--- config.mk ---
export PLATFORM = sky130hd
export DESIGN_NAME = sensor_history_ring_min_max_flat
export DESIGN_NICKNAME = d
export VERILOG_FILES = /design/src/design/shrmm_pkg.sv /design/src/design/shrmm_in_if.sv /design/src/design/shrmm_out_if.sv /design/src/design/sensor_history_ring_min_max.sv /design/src/design/shrmm_ring.sv /design/src/flat_wrapper.sv
export SDC_FILE = /design/constraint.sdc
export NUM_CORES = 2
export LEC_CHECK = 0
export BUFFER_PORTS_ARGS = -buffer_cell sky130_fd_sc_hd__buf_2
export CAP_MARGIN = 20
export CORE_AREA = 2 2 506 508
export CTS_CLUSTER_DIAMETER = 100
export CTS_CLUSTER_SIZE = 24
export DETAILED_ROUTE_END_ITERATION = 10
export DIE_AREA = 0 0 508 510
export HOLD_SLACK_MARGIN = 0.03
export PLACE_DENSITY_LB_ADDON = 0.15
export SYNTH_ARGS = -nofsm -noshare
export SYNTH_HDL_FRONTEND = slang
export SYNTH_HIERARCHICAL = 1
export SYNTH_SLANG_ARGS = --single-unit
--- constraint.sdc ---
create_clock -name clk -period 10.97 [get_ports clk]
set_input_delay 1.6455 -clock clk [delete_from_list [all_inputs] [get_ports clk]]
set_output_delay 1.6455 -clock clk [all_outputs]
set_load 0.005 [all_outputs]
--- src/design/shrmm_pkg.sv ---
// Package for the sensor history ring: sizes, operation and channel codes,
// record layout, sequencer states and the ring index helper.
// No dependencies.
package shrmm_pkg;

  // Ring size and derived widths
  localparam int HISTORY_DEPTH = 32;
  localparam int IDX_W         = (HISTORY_DEPTH > 1) ? $clog2(HISTORY_DEPTH) : 1;

  // Field widths
  localparam int CO2_W   = 20;
  localparam int TEMP_W  = 13;
  localparam int HUM_W   = 11;
  localparam int VOC_W   = 13;
  localparam int NOX_W   = 13;
  localparam int VALUE_W = 21;
  localparam int MIN_W   = 19;
  localparam int MAX_W   = 20;

  // Minimum starts at 9999.0 in 4 fraction bits
  localparam logic signed [VALUE_W-1:0] MIN_START = 21'sd159984;

  // Operation codes
  localparam logic [1:0] OP_PUSH   = 2'd0;
  localparam logic [1:0] OP_QUERY  = 2'd1;
  localparam logic [1:0] OP_LATEST = 2'd2;

  // Channel codes
  localparam logic [2:0] CH_CO2  = 3'd0;
  localparam logic [2:0] CH_TEMP = 3'd1;
  localparam logic [2:0] CH_HUM  = 3'd2;
  localparam logic [2:0] CH_VOC  = 3'd3;
  localparam logic [2:0] CH_NOX  = 3'd4;

  typedef logic [IDX_W-1:0] idx_t;

  // One stored record (valid flag kept separately in flops)
  typedef struct packed {
    logic        [CO2_W-1:0]  co2;
    logic signed [TEMP_W-1:0] temp;
    logic        [HUM_W-1:0]  hum;
    logic        [VOC_W-1:0]  voc;
    logic        [NOX_W-1:0]  nox;
  } rec_t;

  // Read request from the sequencer to the ring
  typedef struct packed {
    logic en;
    idx_t idx;
  } rd_req_t;

  typedef enum logic [1:0] {
    ST_IDLE,
    ST_FETCH,
    ST_STREAM
  } state_t;

  // Next ring position with wrap
  function automatic idx_t next_idx(input idx_t i);
    idx_t n;
    if (i == IDX_W'(HISTORY_DEPTH - 1)) begin
      n = '0;
    end else begin
      n = i + idx_t'(1);
    end
    return n;
  endfunction

endpackage

--- src/design/shrmm_in_if.sv ---
// Input request channel of the sensor history ring.
// Depends on shrmm_pkg for field widths.
interface shrmm_in_if;
  logic                                valid;
  logic                                ready;
  logic [1:0]                          op;
  logic [2:0]                          channel;
  logic        [shrmm_pkg::CO2_W-1:0]  co2_value;
  logic signed [shrmm_pkg::TEMP_W-1:0] temp_value;
  logic        [shrmm_pkg::HUM_W-1:0]  hum_value;
  logic        [shrmm_pkg::VOC_W-1:0]  voc_value;
  logic        [shrmm_pkg::NOX_W-1:0]  nox_value;

  modport source (output valid, op, channel, co2_value, temp_value, hum_value,
                  voc_value, nox_value, input ready);
  modport sink   (input valid, op, channel, co2_value, temp_value, hum_value,
                  voc_value, nox_value, output ready);
endinterface

--- src/design/shrmm_out_if.sv ---
// Result channel of the sensor history ring.
// Depends on shrmm_pkg for field widths.
interface shrmm_out_if;
  logic                                 valid;
  logic                                 ready;
  logic signed [shrmm_pkg::VALUE_W-1:0] value;
  logic signed [shrmm_pkg::MIN_W-1:0]   range_min;
  logic        [shrmm_pkg::MAX_W-1:0]   range_max;
  logic                                 entry_valid;
  logic                                 last;

  modport source (output valid, value, range_min, range_max, entry_valid, last,
                  input ready);
  modport sink   (input valid, value, range_min, range_max, entry_valid, last,
                  output ready);
endinterface

--- src/design/sensor_history_ring_min_max.sv ---
// Sensor history ring with min/max query: top level with the read sequencer
// and the shared compare unit. Depends on shrmm_pkg, shrmm_in_if,
// shrmm_out_if and shrmm_ring.
//
// Keeps the last HISTORY_DEPTH sensor records (CO2, temperature, humidity,
// VOC, NOx, 4 fraction bits each) in a ring. A push is taken in the idle
// state and gives no result. A latest read goes from the idle state through
// the fetch and stream states back to idle and gives one result. A query
// gives HISTORY_DEPTH results, oldest first; the ring has a single read port
// and one entry is read and compared per cycle while the result side is
// ready, and output stalls hold the walk. The last query result carries
// range_min (starts at 9999.0) and range_max (starts at 0); both are zero on
// all other results. Entries never pushed read as zero with entry_valid low.
// A new request is taken only when the sequencer is idle; an unconsumed result
// may still sit in the output register at that time.
module sensor_history_ring_min_max (
  input  logic         clk,
  input  logic         rst_n,
  shrmm_in_if.sink     in_chan,
  shrmm_out_if.source  out_chan
);

  shrmm_pkg::state_t   state_r, state_nxt;
  logic [2:0]          chan_r;
  logic                query_r;
  shrmm_pkg::idx_t     cnt_r;
  shrmm_pkg::idx_t     addr_r;
  logic signed [shrmm_pkg::VALUE_W-1:0] mn_r, mn_nxt;
  logic signed [shrmm_pkg::VALUE_W-1:0] mx_r, mx_nxt;

  logic                                  out_valid_r;
  logic signed [shrmm_pkg::VALUE_W-1:0]  value_r;
  logic signed [shrmm_pkg::MIN_W-1:0]    range_min_r;
  logic        [shrmm_pkg::MAX_W-1:0]    range_max_r;
  logic                                  entry_valid_r;
  logic                                  last_r;

  logic                accept;
  logic                push_en;
  shrmm_pkg::rec_t     push_rec;
  shrmm_pkg::rd_req_t  rd_req;
  shrmm_pkg::idx_t     pos;
  shrmm_pkg::rec_t     rd_rec;
  logic                rd_vld;
  logic                slot_free;
  logic                last_item;
  logic                emit;
  logic                in_ready;
  logic signed [shrmm_pkg::VALUE_W-1:0] sel_val;

  assign accept    = in_chan.valid && in_ready;
  assign slot_free = !out_valid_r || out_chan.ready;
  assign last_item = !query_r || (cnt_r == shrmm_pkg::IDX_W'(shrmm_pkg::HISTORY_DEPTH - 1));

  assign push_rec.co2  = in_chan.co2_value;
  assign push_rec.temp = in_chan.temp_value;
  assign push_rec.hum  = in_chan.hum_value;
  assign push_rec.voc  = in_chan.voc_value;
  assign push_rec.nox  = in_chan.nox_value;

  shrmm_ring u_ring (
    .clk      (clk),
    .rst_n    (rst_n),
    .push_en  (push_en),
    .push_rec (push_rec),
    .rd_req   (rd_req),
    .pos      (pos),
    .rd_rec   (rd_rec),
    .rd_vld   (rd_vld)
  );

  // next state
  always_comb begin
    state_nxt = state_r;
    unique case (state_r)
      shrmm_pkg::ST_IDLE: begin
        if (accept && (in_chan.op == shrmm_pkg::OP_QUERY ||
                       in_chan.op == shrmm_pkg::OP_LATEST)) begin
          state_nxt = shrmm_pkg::ST_FETCH;
        end
      end
      shrmm_pkg::ST_FETCH: begin
        state_nxt = shrmm_pkg::ST_STREAM;
      end
      shrmm_pkg::ST_STREAM: begin
        if (slot_free && last_item) begin
          state_nxt = shrmm_pkg::ST_IDLE;
        end
      end
      default: state_nxt = shrmm_pkg::ST_IDLE;
    endcase
  end

  // sequencer outputs
  always_comb begin
    in_ready   = 1'b0;
    push_en    = 1'b0;
    emit       = 1'b0;
    rd_req.en  = 1'b0;
    rd_req.idx = addr_r;
    unique case (state_r)
      shrmm_pkg::ST_IDLE: begin
        in_ready = 1'b1;
        push_en  = in_chan.valid && (in_chan.op == shrmm_pkg::OP_PUSH);
      end
      shrmm_pkg::ST_FETCH: begin
        rd_req.en = 1'b1;
      end
      shrmm_pkg::ST_STREAM: begin
        emit = slot_free;
        if (slot_free && !last_item) begin
          rd_req.en  = 1'b1;
          rd_req.idx = shrmm_pkg::next_idx(addr_r);
        end
      end
      default: begin
        in_ready = 1'b0;
      end
    endcase
  end

  // channel select of the fetched entry; never-pushed entries read zero
  always_comb begin
    sel_val = '0;
    if (rd_vld) begin
      case (chan_r)
        shrmm_pkg::CH_CO2:  sel_val = {1'b0, rd_rec.co2};
        shrmm_pkg::CH_TEMP: sel_val = {{(shrmm_pkg::VALUE_W - shrmm_pkg::TEMP_W)
                                         {rd_rec.temp[shrmm_pkg::TEMP_W-1]}}, rd_rec.temp};
        shrmm_pkg::CH_HUM:  sel_val = {{(shrmm_pkg::VALUE_W - shrmm_pkg::HUM_W){1'b0}},
                                       rd_rec.hum};
        shrmm_pkg::CH_VOC:  sel_val = {{(shrmm_pkg::VALUE_W - shrmm_pkg::VOC_W){1'b0}},
                                       rd_rec.voc};
        shrmm_pkg::CH_NOX:  sel_val = {{(shrmm_pkg::VALUE_W - shrmm_pkg::NOX_W){1'b0}},
                                       rd_rec.nox};
        default:            sel_val = '0;
      endcase
    end
  end

  // shared compare unit: strict min and max
  assign mn_nxt = (sel_val < mn_r) ? sel_val : mn_r;
  assign mx_nxt = (sel_val > mx_r) ? sel_val : mx_r;

  // control registers
  always_ff @(posedge clk) begin
    if (!rst_n) begin
      state_r     <= shrmm_pkg::ST_IDLE;
      out_valid_r <= 1'b0;
    end else begin
      state_r <= state_nxt;
      if (emit) begin
        out_valid_r <= 1'b1;
      end else if (out_chan.ready) begin
        out_valid_r <= 1'b0;
      end
    end
  end

  // request context, walk position and running range
  always_ff @(posedge clk) begin
    if (accept) begin
      chan_r  <= in_chan.channel;
      query_r <= (in_chan.op == shrmm_pkg::OP_QUERY);
      cnt_r   <= '0;
      mn_r    <= shrmm_pkg::MIN_START;
      mx_r    <= '0;
      addr_r  <= (in_chan.op == shrmm_pkg::OP_QUERY) ? shrmm_pkg::next_idx(pos) : pos;
    end else if (emit) begin
      mn_r <= mn_nxt;
      mx_r <= mx_nxt;
      if (!last_item) begin
        cnt_r  <= cnt_r + shrmm_pkg::idx_t'(1);
        addr_r <= shrmm_pkg::next_idx(addr_r);
      end
    end
  end

  // result register
  always_ff @(posedge clk) begin
    if (emit) begin
      value_r       <= sel_val;
      entry_valid_r <= rd_vld;
      last_r        <= last_item;
      if (query_r && last_item) begin
        range_min_r <= mn_nxt[shrmm_pkg::MIN_W-1:0];
        range_max_r <= mx_nxt[shrmm_pkg::MAX_W-1:0];
      end else begin
        range_min_r <= '0;
        range_max_r <= '0;
      end
    end
  end

  assign in_chan.ready        = in_ready;
  assign out_chan.valid       = out_valid_r;
  assign out_chan.value       = value_r;
  assign out_chan.range_min   = range_min_r;
  assign out_chan.range_max   = range_max_r;
  assign out_chan.entry_valid = entry_valid_r;
  assign out_chan.last        = last_r;

endmodule

--- src/design/shrmm_ring.sv ---
// Record ring: write position, record memory with one registered read port,
// and per-entry valid flags cleared at reset. Depends on shrmm_pkg.
module shrmm_ring (
  input  logic                  clk,
  input  logic                  rst_n,
  input  logic                  push_en,
  input  shrmm_pkg::rec_t       push_rec,
  input  shrmm_pkg::rd_req_t    rd_req,
  output shrmm_pkg::idx_t       pos,
  output shrmm_pkg::rec_t       rd_rec,
  output logic                  rd_vld
);

  shrmm_pkg::rec_t                          mem [shrmm_pkg::HISTORY_DEPTH];
  logic [shrmm_pkg::HISTORY_DEPTH-1:0]      vld_r;
  shrmm_pkg::idx_t                          pos_r;
  shrmm_pkg::idx_t                          wr_idx;
  shrmm_pkg::rec_t                          rd_rec_r;
  logic                                     rd_vld_r;

  // push advances first, then writes there
  assign wr_idx = shrmm_pkg::next_idx(pos_r);

  always_ff @(posedge clk) begin
    if (!rst_n) begin
      pos_r <= '0;
      vld_r <= '0;
    end else if (push_en) begin
      pos_r         <= wr_idx;
      vld_r[wr_idx] <= 1'b1;
    end
  end

  // record storage, no reset: a clear flag masks stale contents
  always_ff @(posedge clk) begin
    if (push_en) begin
      mem[wr_idx] <= push_rec;
    end
  end

  always_ff @(posedge clk) begin
    if (rd_req.en) begin
      rd_rec_r <= mem[rd_req.idx];
    end
  end

  always_ff @(posedge clk) begin
    if (!rst_n) begin
      rd_vld_r <= 1'b0;
    end else if (rd_req.en) begin
      rd_vld_r <= vld_r[rd_req.idx];
    end
  end

  assign pos    = pos_r;
  assign rd_rec = rd_rec_r;
  assign rd_vld = rd_vld_r;

endmodule
--- src/flat_wrapper.sv ---
// flat-port wrapper written by rule: the top's interface ports become plain ports
module sensor_history_ring_min_max_flat 
  (clk, rst_n, in_chan_valid, in_chan_op, in_chan_channel, in_chan_co2_value, in_chan_temp_value, in_chan_hum_value, in_chan_voc_value, in_chan_nox_value, in_chan_ready, out_chan_valid, out_chan_value, out_chan_range_min, out_chan_range_max, out_chan_entry_valid, out_chan_last, out_chan_ready);
  shrmm_in_if in_chan_i ();
  shrmm_out_if out_chan_i ();
  input  logic clk;
  input  logic rst_n;
  input wire logic [$bits(in_chan_i.valid)-1:0] in_chan_valid;
  input wire logic [$bits(in_chan_i.op)-1:0] in_chan_op;
  input wire logic [$bits(in_chan_i.channel)-1:0] in_chan_channel;
  input wire logic [$bits(in_chan_i.co2_value)-1:0] in_chan_co2_value;
  input wire logic [$bits(in_chan_i.temp_value)-1:0] in_chan_temp_value;
  input wire logic [$bits(in_chan_i.hum_value)-1:0] in_chan_hum_value;
  input wire logic [$bits(in_chan_i.voc_value)-1:0] in_chan_voc_value;
  input wire logic [$bits(in_chan_i.nox_value)-1:0] in_chan_nox_value;
  output wire logic [$bits(in_chan_i.ready)-1:0] in_chan_ready;
  output wire logic [$bits(out_chan_i.valid)-1:0] out_chan_valid;
  output wire logic [$bits(out_chan_i.value)-1:0] out_chan_value;
  output wire logic [$bits(out_chan_i.range_min)-1:0] out_chan_range_min;
  output wire logic [$bits(out_chan_i.range_max)-1:0] out_chan_range_max;
  output wire logic [$bits(out_chan_i.entry_valid)-1:0] out_chan_entry_valid;
  output wire logic [$bits(out_chan_i.last)-1:0] out_chan_last;
  input wire logic [$bits(out_chan_i.ready)-1:0] out_chan_ready;
  assign in_chan_i.valid = in_chan_valid;
  assign in_chan_i.op = in_chan_op;
  assign in_chan_i.channel = in_chan_channel;
  assign in_chan_i.co2_value = in_chan_co2_value;
  assign in_chan_i.temp_value = in_chan_temp_value;
  assign in_chan_i.hum_value = in_chan_hum_value;
  assign in_chan_i.voc_value = in_chan_voc_value;
  assign in_chan_i.nox_value = in_chan_nox_value;
  assign in_chan_ready = in_chan_i.ready;
  assign out_chan_valid = out_chan_i.valid;
  assign out_chan_value = out_chan_i.value;
  assign out_chan_range_min = out_chan_i.range_min;
  assign out_chan_range_max = out_chan_i.range_max;
  assign out_chan_entry_valid = out_chan_i.entry_valid;
  assign out_chan_last = out_chan_i.last;
  assign out_chan_i.ready = out_chan_ready;
  sensor_history_ring_min_max u_core (.clk(clk), .rst_n(rst_n), .in_chan(in_chan_i), .out_chan(out_chan_i));
endmodule
# After elaboration in Yosys (flattened, before gate mapping)
# Memories as Yosys holds them, arrays and structs flattened. A register that Yosys moved wholly into a read port is not among the register bits.
# Index checks and enable logic that the tools add are counted.
[classes] n_reduce_logical=23 addsub=3 eq_ne=14 mux=27 magnitude_cmp=5 bitwise_logic=2
[op_table] operator="21-bit one-hot mux with 5 select lines" n=1
[op_table] operator="5-bit two-way mux" n=7
[op_table] operator="32-bit OR" n=1
[op_table] operator="21-bit greater-than comparator" n=1
[op_table] operator="21-bit < comparator" n=1
[op_table] operator="21-bit two-way mux" n=1
[op_table] operator="20-bit two-way mux" n=1
[op_table] operator="19-bit two-way mux" n=1
[op_table] operator="5-bit by 1-bit adder with 5-bit output (second input constant)" n=3
[op_table] operator="5-bit == test (second input constant)" n=3
[op_table] operator="5-bit by 6-bit < comparator with 1-bit output (second input constant)" n=2
[op_table] operator="2-bit AND reduction" n=5
[op_table] operator="1-bit two-way mux" n=9
[op_table] operator="1-bit logical AND" n=7
[op_table] operator="3-bit by 2-bit == test with 1-bit output (second input constant)" n=2
[op_table] operator="6-bit two-way mux" n=1
[op_table] operator="2-bit by 1-bit != test with 1-bit output (second input constant)" n=3
[op_table] operator="2-bit one-hot mux with 3 select lines" n=1
[op_table] operator="1-bit binary-select mux with 5-bit select" n=1
[op_table] operator="1-bit demux with 5-bit select" n=1
[op_table] operator="5-bit by 1-bit greater-or-equal comparator with 1-bit output (second input constant)" n=1
[op_table] operator="2-bit by 1-bit == test with 1-bit output (second input constant)" n=2
[op_table] operator="2-bit == test (second input constant)" n=2
[op_table] operator="2-bit zero test" n=2
[op_table] operator="other kinds (9)" n=15
[totals] reg_bits=159 n_memories=1 ramBits=2240 output_inout_bits=64 word_cells=93 input_bits=79
[mem_list] memory="u_core.u_ring.mem" words=32 width=70 rd=1 rd_clocked_by_memory_dff=1 wr=1 line="shrmm_ring.sv:14" source="shrmm_pkg::rec_t mem [shrmm_pkg::HISTORY_DEPTH];"

# Longest topological paths before layout
[depth] ltp_word=8 depth_mapped=18 ltp_nobuf=13

# Cells and area by module
# Netlist, hierarchy kept.
[by_module_without_submodules] module="shrmm_ring" cells_each=3524 n_inst=1 seq_area_each_um2=70127.3 area_each_um2=88590.0
[by_module_without_submodules] module="sensor_history_ring_min_max" cells_each=746 n_inst=1 seq_area_each_um2=3133.0 area_each_um2=7214.4

# Least setup slack after synthesis
# Ideal clock, no wire load.
[synth_timing] path_type="input port to flip-flop" from="input port in_chan_op[1]" to="memory u_core/u_ring/mem[28][0] (netlist name), enable pin" setup_time_ns=0.675 path_buffers=1 path_stages=6 slack_ns=1.012 arrival_time_ns=9.283 required_time_ns=10.295 path_cell_list="inv_1 > ha_1 > and3_1 > clkbuf_1 > nand2_1 > nor4_1"
[synth_between] elab_chain_len=5
[synth_lines] item="from (decl)" line="flat_wrapper.sv:9" source="input wire logic [$bits(in_chan_i.op)-1:0] in_chan_op;"
[synth_lines] item="2-bit zero test" line="sensor_history_ring_min_max.sv:104" source="push_en = in_chan.valid && (in_chan.op == shrmm_pkg::OP_PUSH);"
[synth_lines] item="1-bit logical AND" line="sensor_history_ring_min_max.sv:104"
[synth_lines] item="1-bit two-way mux" line="sensor_history_ring_min_max.sv:101" source="unique case (state_r)"
[synth_lines] item="named net u_core.push_en" line="sensor_history_ring_min_max.sv:39" source="logic push_en;"
[synth_lines] item="1-bit two-way mux" line="shrmm_ring.sv:36" source="if (push_en) begin"
[synth_lines] item="1-bit two-way mux (implied by the code)" line="shrmm_ring.sv:37" source="mem[wr_idx] <= push_rec;"
[synth_lines] item="to (decl)" line="shrmm_ring.sv:14"
# The timed path passes the listed nets, and every way through them passes these cells.

# Worst setup path in the final report
[layout_timing] from="register u_core.chan_r[0]" to="register u_core/mx_r[8] (netlist name)"
[layout_between] elab_chain_len=5 elab_cells_between_ends=9 classes_between="1 x order compare; 4 x eq/ne; 3 x mux; 1 x reduce/logical"
[layout_lines] item="from (decl)" line="sensor_history_ring_min_max.sv:24" source="logic [2:0] chan_r;"
[layout_lines] item="from (signal assigned)" line="sensor_history_ring_min_max.sv:163" source="chan_r <= in_chan.channel;"
[layout_lines] item="3-bit == test, or another cell as far along" line="sensor_history_ring_min_max.sv:126" source="case (chan_r)"
[layout_lines] item="21-bit one-hot mux with 5 select lines (*)" line="sensor_history_ring_min_max.sv:126"
[layout_lines] item="21-bit two-way mux (*)" line="sensor_history_ring_min_max.sv:125" source="if (rd_vld) begin"
[layout_lines] item="21-bit greater-than comparator" line="sensor_history_ring_min_max.sv:143" source="assign mx_nxt = (sel_val > mx_r) ? sel_val : mx_r;"
[layout_lines] item="20-bit two-way mux (*)" line="sensor_history_ring_min_max.sv:143"
[layout_lines] item="to (signal assigned)" line="sensor_history_ring_min_max.sv:171" source="mx_r <= mx_nxt;"
[layout_lines] item="to (decl)" line="sensor_history_ring_min_max.sv:29" source="logic signed [shrmm_pkg::VALUE_W-1:0] mx_r, mx_nxt;"
# Mark *: on every way between the ends. The rest lies on a longest branch, timed or not.
# A chain may end at the register's enable or synchronous reset.

==> results_dict.tcl <==
set metrics [dict create \
    clockRootBuffer "clkbuf_16" \
    grt_max_degree 116 \
    place_congestion 0.7415 \
    path_max_fanout 21 \
    cts_max_level 3 \
    antenna_found_initial 36 \
    crit_slowest_cell "nor2b_2" \
    rsz0062_at_grt "no" \
    dr.first_iter.drc_count 5093 \
    avgSynthCellArea_um2 22.44 \
    slew-limit-headroom 0.1841 \
    final_cells 7803 \
    track_usage 0.1977 \
    critPathMostFrequentCell "buf_4" \
    ant_nets 0 \
    worst-path-buf-inv 3 \
    maxCapViolations 0 \
    dieHeight_um 510 \
    share_comb_of_total_power 0.124 \
    cts_setup_buffers 0 \
    area_growth_pct 9.008 \
    drv_slew 0 \
    cts.sinks 2469 \
    worst_slack_ns 4.787 \
    whs_ns 0.4703 \
    fin_crit_ns 6.183 \
    gr-total-overflow 0 \
    die_area_um2 259100 \
    hold_path_depth 2 \
    ir_drop_mv 0.1412 \
    cts_tree "built" \
    outcome "complete, no violations" \
    fin_worst_skew_ns 0.04176 \
    cts_resized 0 \
    finalCritPeriodShare 0.5636 \
    synth_area_um2 95800 \
    clockBufferDepth 3 \
    cp-start-kind "flop" \
    hold_buffers 0 \
    hold_viol_final 0 \
    ioPinCount 143 \
    path_cells "buf_4, nor2b_2, a22oi_1, o22ai_1, and2_1, ha_1, nand2_1, nor2_1, a211oi_1, o21ai_1, a221o_1, mux2i_4, buf_4, nand2_1, buf_4, mux2i_1" \
    min_path_type "reg -> reg" \
    max_freq_mhz 161.7 \
    crit_required_ns 11.66 \
    seqPwrFrac 0.596 \
    drt-pass1-iter-count 6 \
    layout_commonest_cell "edfxtp_1" \
    grt_pass1_vias 44701 \
    place_ws_ns 4.301 \
    synthesis.nets 4407 \
    core-area_um2 253500 \
    p_int_mw 13.42 \
    postSynth.asyncResetShare 0 \
    final_cell_mix "2381 x edfxtp_1, 664 x mux4_2, 168 x mux2i_1" \
    crit_family "compound AO/OA/AOI/OAI gates" \
    reg2regPathDepth 16 \
    worst_setup_path_end_kind "flop" \
    drc 0 \
    path_class "reg -> reg" \
    synthFlopType "edfxtp_1" \
    dp.cells 7645 \
    post_drt_wl_per_cell_um 33.02 \
    ys_ff_latch 2469 \
    drive_above_1_share 0.2595 \
    via_count 44643 \
    clkLatencyLatePin_ns 0.82 \
    power_density_nw_per_um2 167.5 \
    cts_inserted_buffers 116 \
    synth.distinct_cells 56 \
    grt_pass1_wl_um 358200 \
    totalWireLength_um 257600 \
    cpPeakStageDelay_ns 1.03 \
    fin_nets 4535 \
    crit_arrival_ns 6.87 \
    vias_per_cell 5.721 \
    tns_ns 0 \
    worstSetupPathDepth 16 \
    sw_frac_of_total 0.2328 \
    synth_edf_count 2381 \
    rows 185 \
    setup_viol 0 \
    start_util 0.3780 \
    hpwl_um 123400 \
    die_x_um 508 \
    clockPowerShare 0.280 \
    worst_slew_pin_slew_ns 1.218 \
    path_clk_slew_ns 0.10 \
    synth_cells 4270 \
    yosys_warnings 6 \
    yosysSeqAreaShare 0.7647 \
    p_leak_nw 31.98 \
    p_switching_mw 4.071 \
    io_buffers 142 \
]
==> sequential cells by signal (all words and copies together), names as in the netlist, 3 cells and up <==
signal,cells
u_core/out_chan.range_max,20
u_core/u_ring/mem,2240
u_core/addr_r,5
u_core/cnt_r,5
u_core/u_ring/pos,5
u_core/out_chan.value,21
u_core/chan_r,3
u_core/mx_r,21
u_core/out_chan.range_min,19
u_core/mn_r,21
u_core/u_ring/vld_r,32
u_core/u_ring/rd_rec,70
==> cell usage after synthesis, drive strengths merged (3+ instances only) <==
master | instances | share of area
dfxtp | 88 | 0.018
nand3 | 9 | 0.00047
and2 | 14 | 0.00091
nand4 | 8 | 0.00052
nor2b | 22 | 0.0014
inv | 66 | 0.0026
o31a | 8 | 0.00073
a21oi | 25 | 0.0013
a211oi | 18 | 0.0014
a221oi | 7 | 0.00064
edfxtp | 2381 | 0.75
nand2 | 103 | 0.0040
nor3 | 8 | 0.00047
xnor2 | 4 | 0.00037
mux4 | 664 | 0.16
ha | 58 | 0.0076
nor2 | 63 | 0.0025
mux2i | 169 | 0.018
and3 | 6 | 0.00039
o211ai | 6 | 0.00063
o31ai | 3 | 0.00024
o221ai | 3 | 0.00027
a21o | 50 | 0.0039
o32ai | 7 | 0.00064
o21a | 37 | 0.0029
a22oi | 22 | 0.0017
nor4 | 20 | 0.0014
or3 | 3 | 0.00020
xor2 | 5 | 0.00046
or2 | 4 | 0.00026
o22ai | 50 | 0.0033
nand2b | 11 | 0.00080
clkbuf | 114 | 0.0045
a21boi | 3 | 0.00024
buf | 125 | 0.0069
mux2 | 47 | 0.0056
o21ai | 28 | 0.0015
==> cell type report <==
| class | instances | area (µm²) |
|---|---|---|
| Antenna cell | 5 | 12.51 |
| Clock buffer | 138 | 3070 |
| Clock inverter | 14 | 176.4 |
| Fill cell | 21966 | 149000 |
| Inverter | 67 | 251.5 |
| Multi-Input combinational cell | 1495 | 21600 |
| Sequential cell | 2469 | 73260 |
| Tap cell | 3366 | 4212 |
| Timing Repair Buffer | 249 | 1847 |
==> through the flow <==
stage,area (µm²),total power [mW],util
after floorplan,95800,12.18,-
after CTS,104400,17.70,0.4119
after global placement,101200,12.84,0.3991
final,104400,17.49,0.4120
after global routing,104400,18.10,0.4120
after detailed placement,101200,12.85,0.3991
==> kinds of logic after synthesis <==
| group | synth area share |
|---|---|
| flip-flops | 0.7647 |
| multiplexers | 0.1793 |
| adder cells (fa/ha/maj) | 0.007575 |
| AND/OR/NAND/NOR | 0.01369 |
| XOR/XNOR | 0.0008227 |
| AO/OA/AOI/OAI | 0.01996 |
| buffers and inverters | 0.01396 |
==> power by group through the flow <==
stage	combinational, mW	sequential, mW	clock, mW
2_1_floorplan	1.56	10.6	0
3_3_place_gp	2.20	10.6	0
3_5_place_dp	2.21	10.6	0
4_1_cts	2.22	10.4	5.06
5_1_grt	2.33	10.4	5.34
6_report	2.17	10.4	4.90
==> metal layers <==
layer | GRT usage | part of all wire
met1 | 0.2908 | 0.45
met2 | 0.3138 | 0.47
met3 | 0.02753 | 0.060
met4 | 0.04486 | 0.021
met5 | 0 | 0.00035
==> worst reg2reg max path, delay by kind of cell (launching register included) <==
| family | cells | cell delay, ns |
|---|---|---|
| mux | 2 | 0.56 |
| flops | 1 | 0.76 |
| fa+ha+maj | 1 | 0.32 |
| buf+inv | 3 | 1.05 |
| compound gates | 5 | 1.72 |
| simple gates | 5 | 1.63 |
==> worst paths after layout <==
kind | from | end | slack [ns]
setup / recovery | u_core/chan_r[0]$_DFFE_PP_ | u_core/mx_r[8]$_SDFFE_PP0P_ | 4.79
hold / removal | u_core/mx_r[20]$_SDFFE_PP0P_ | u_core/mx_r[20]$_SDFFE_PP0P_ | 0.47
setup reg to reg | u_core/chan_r[0]$_DFFE_PP_ | u_core/mx_r[8]$_SDFFE_PP0P_ | 4.79
hold reg to reg | u_core/mx_r[20]$_SDFFE_PP0P_ | u_core/mx_r[20]$_SDFFE_PP0P_ | 0.47
Power figures use the tool's default switching activity.
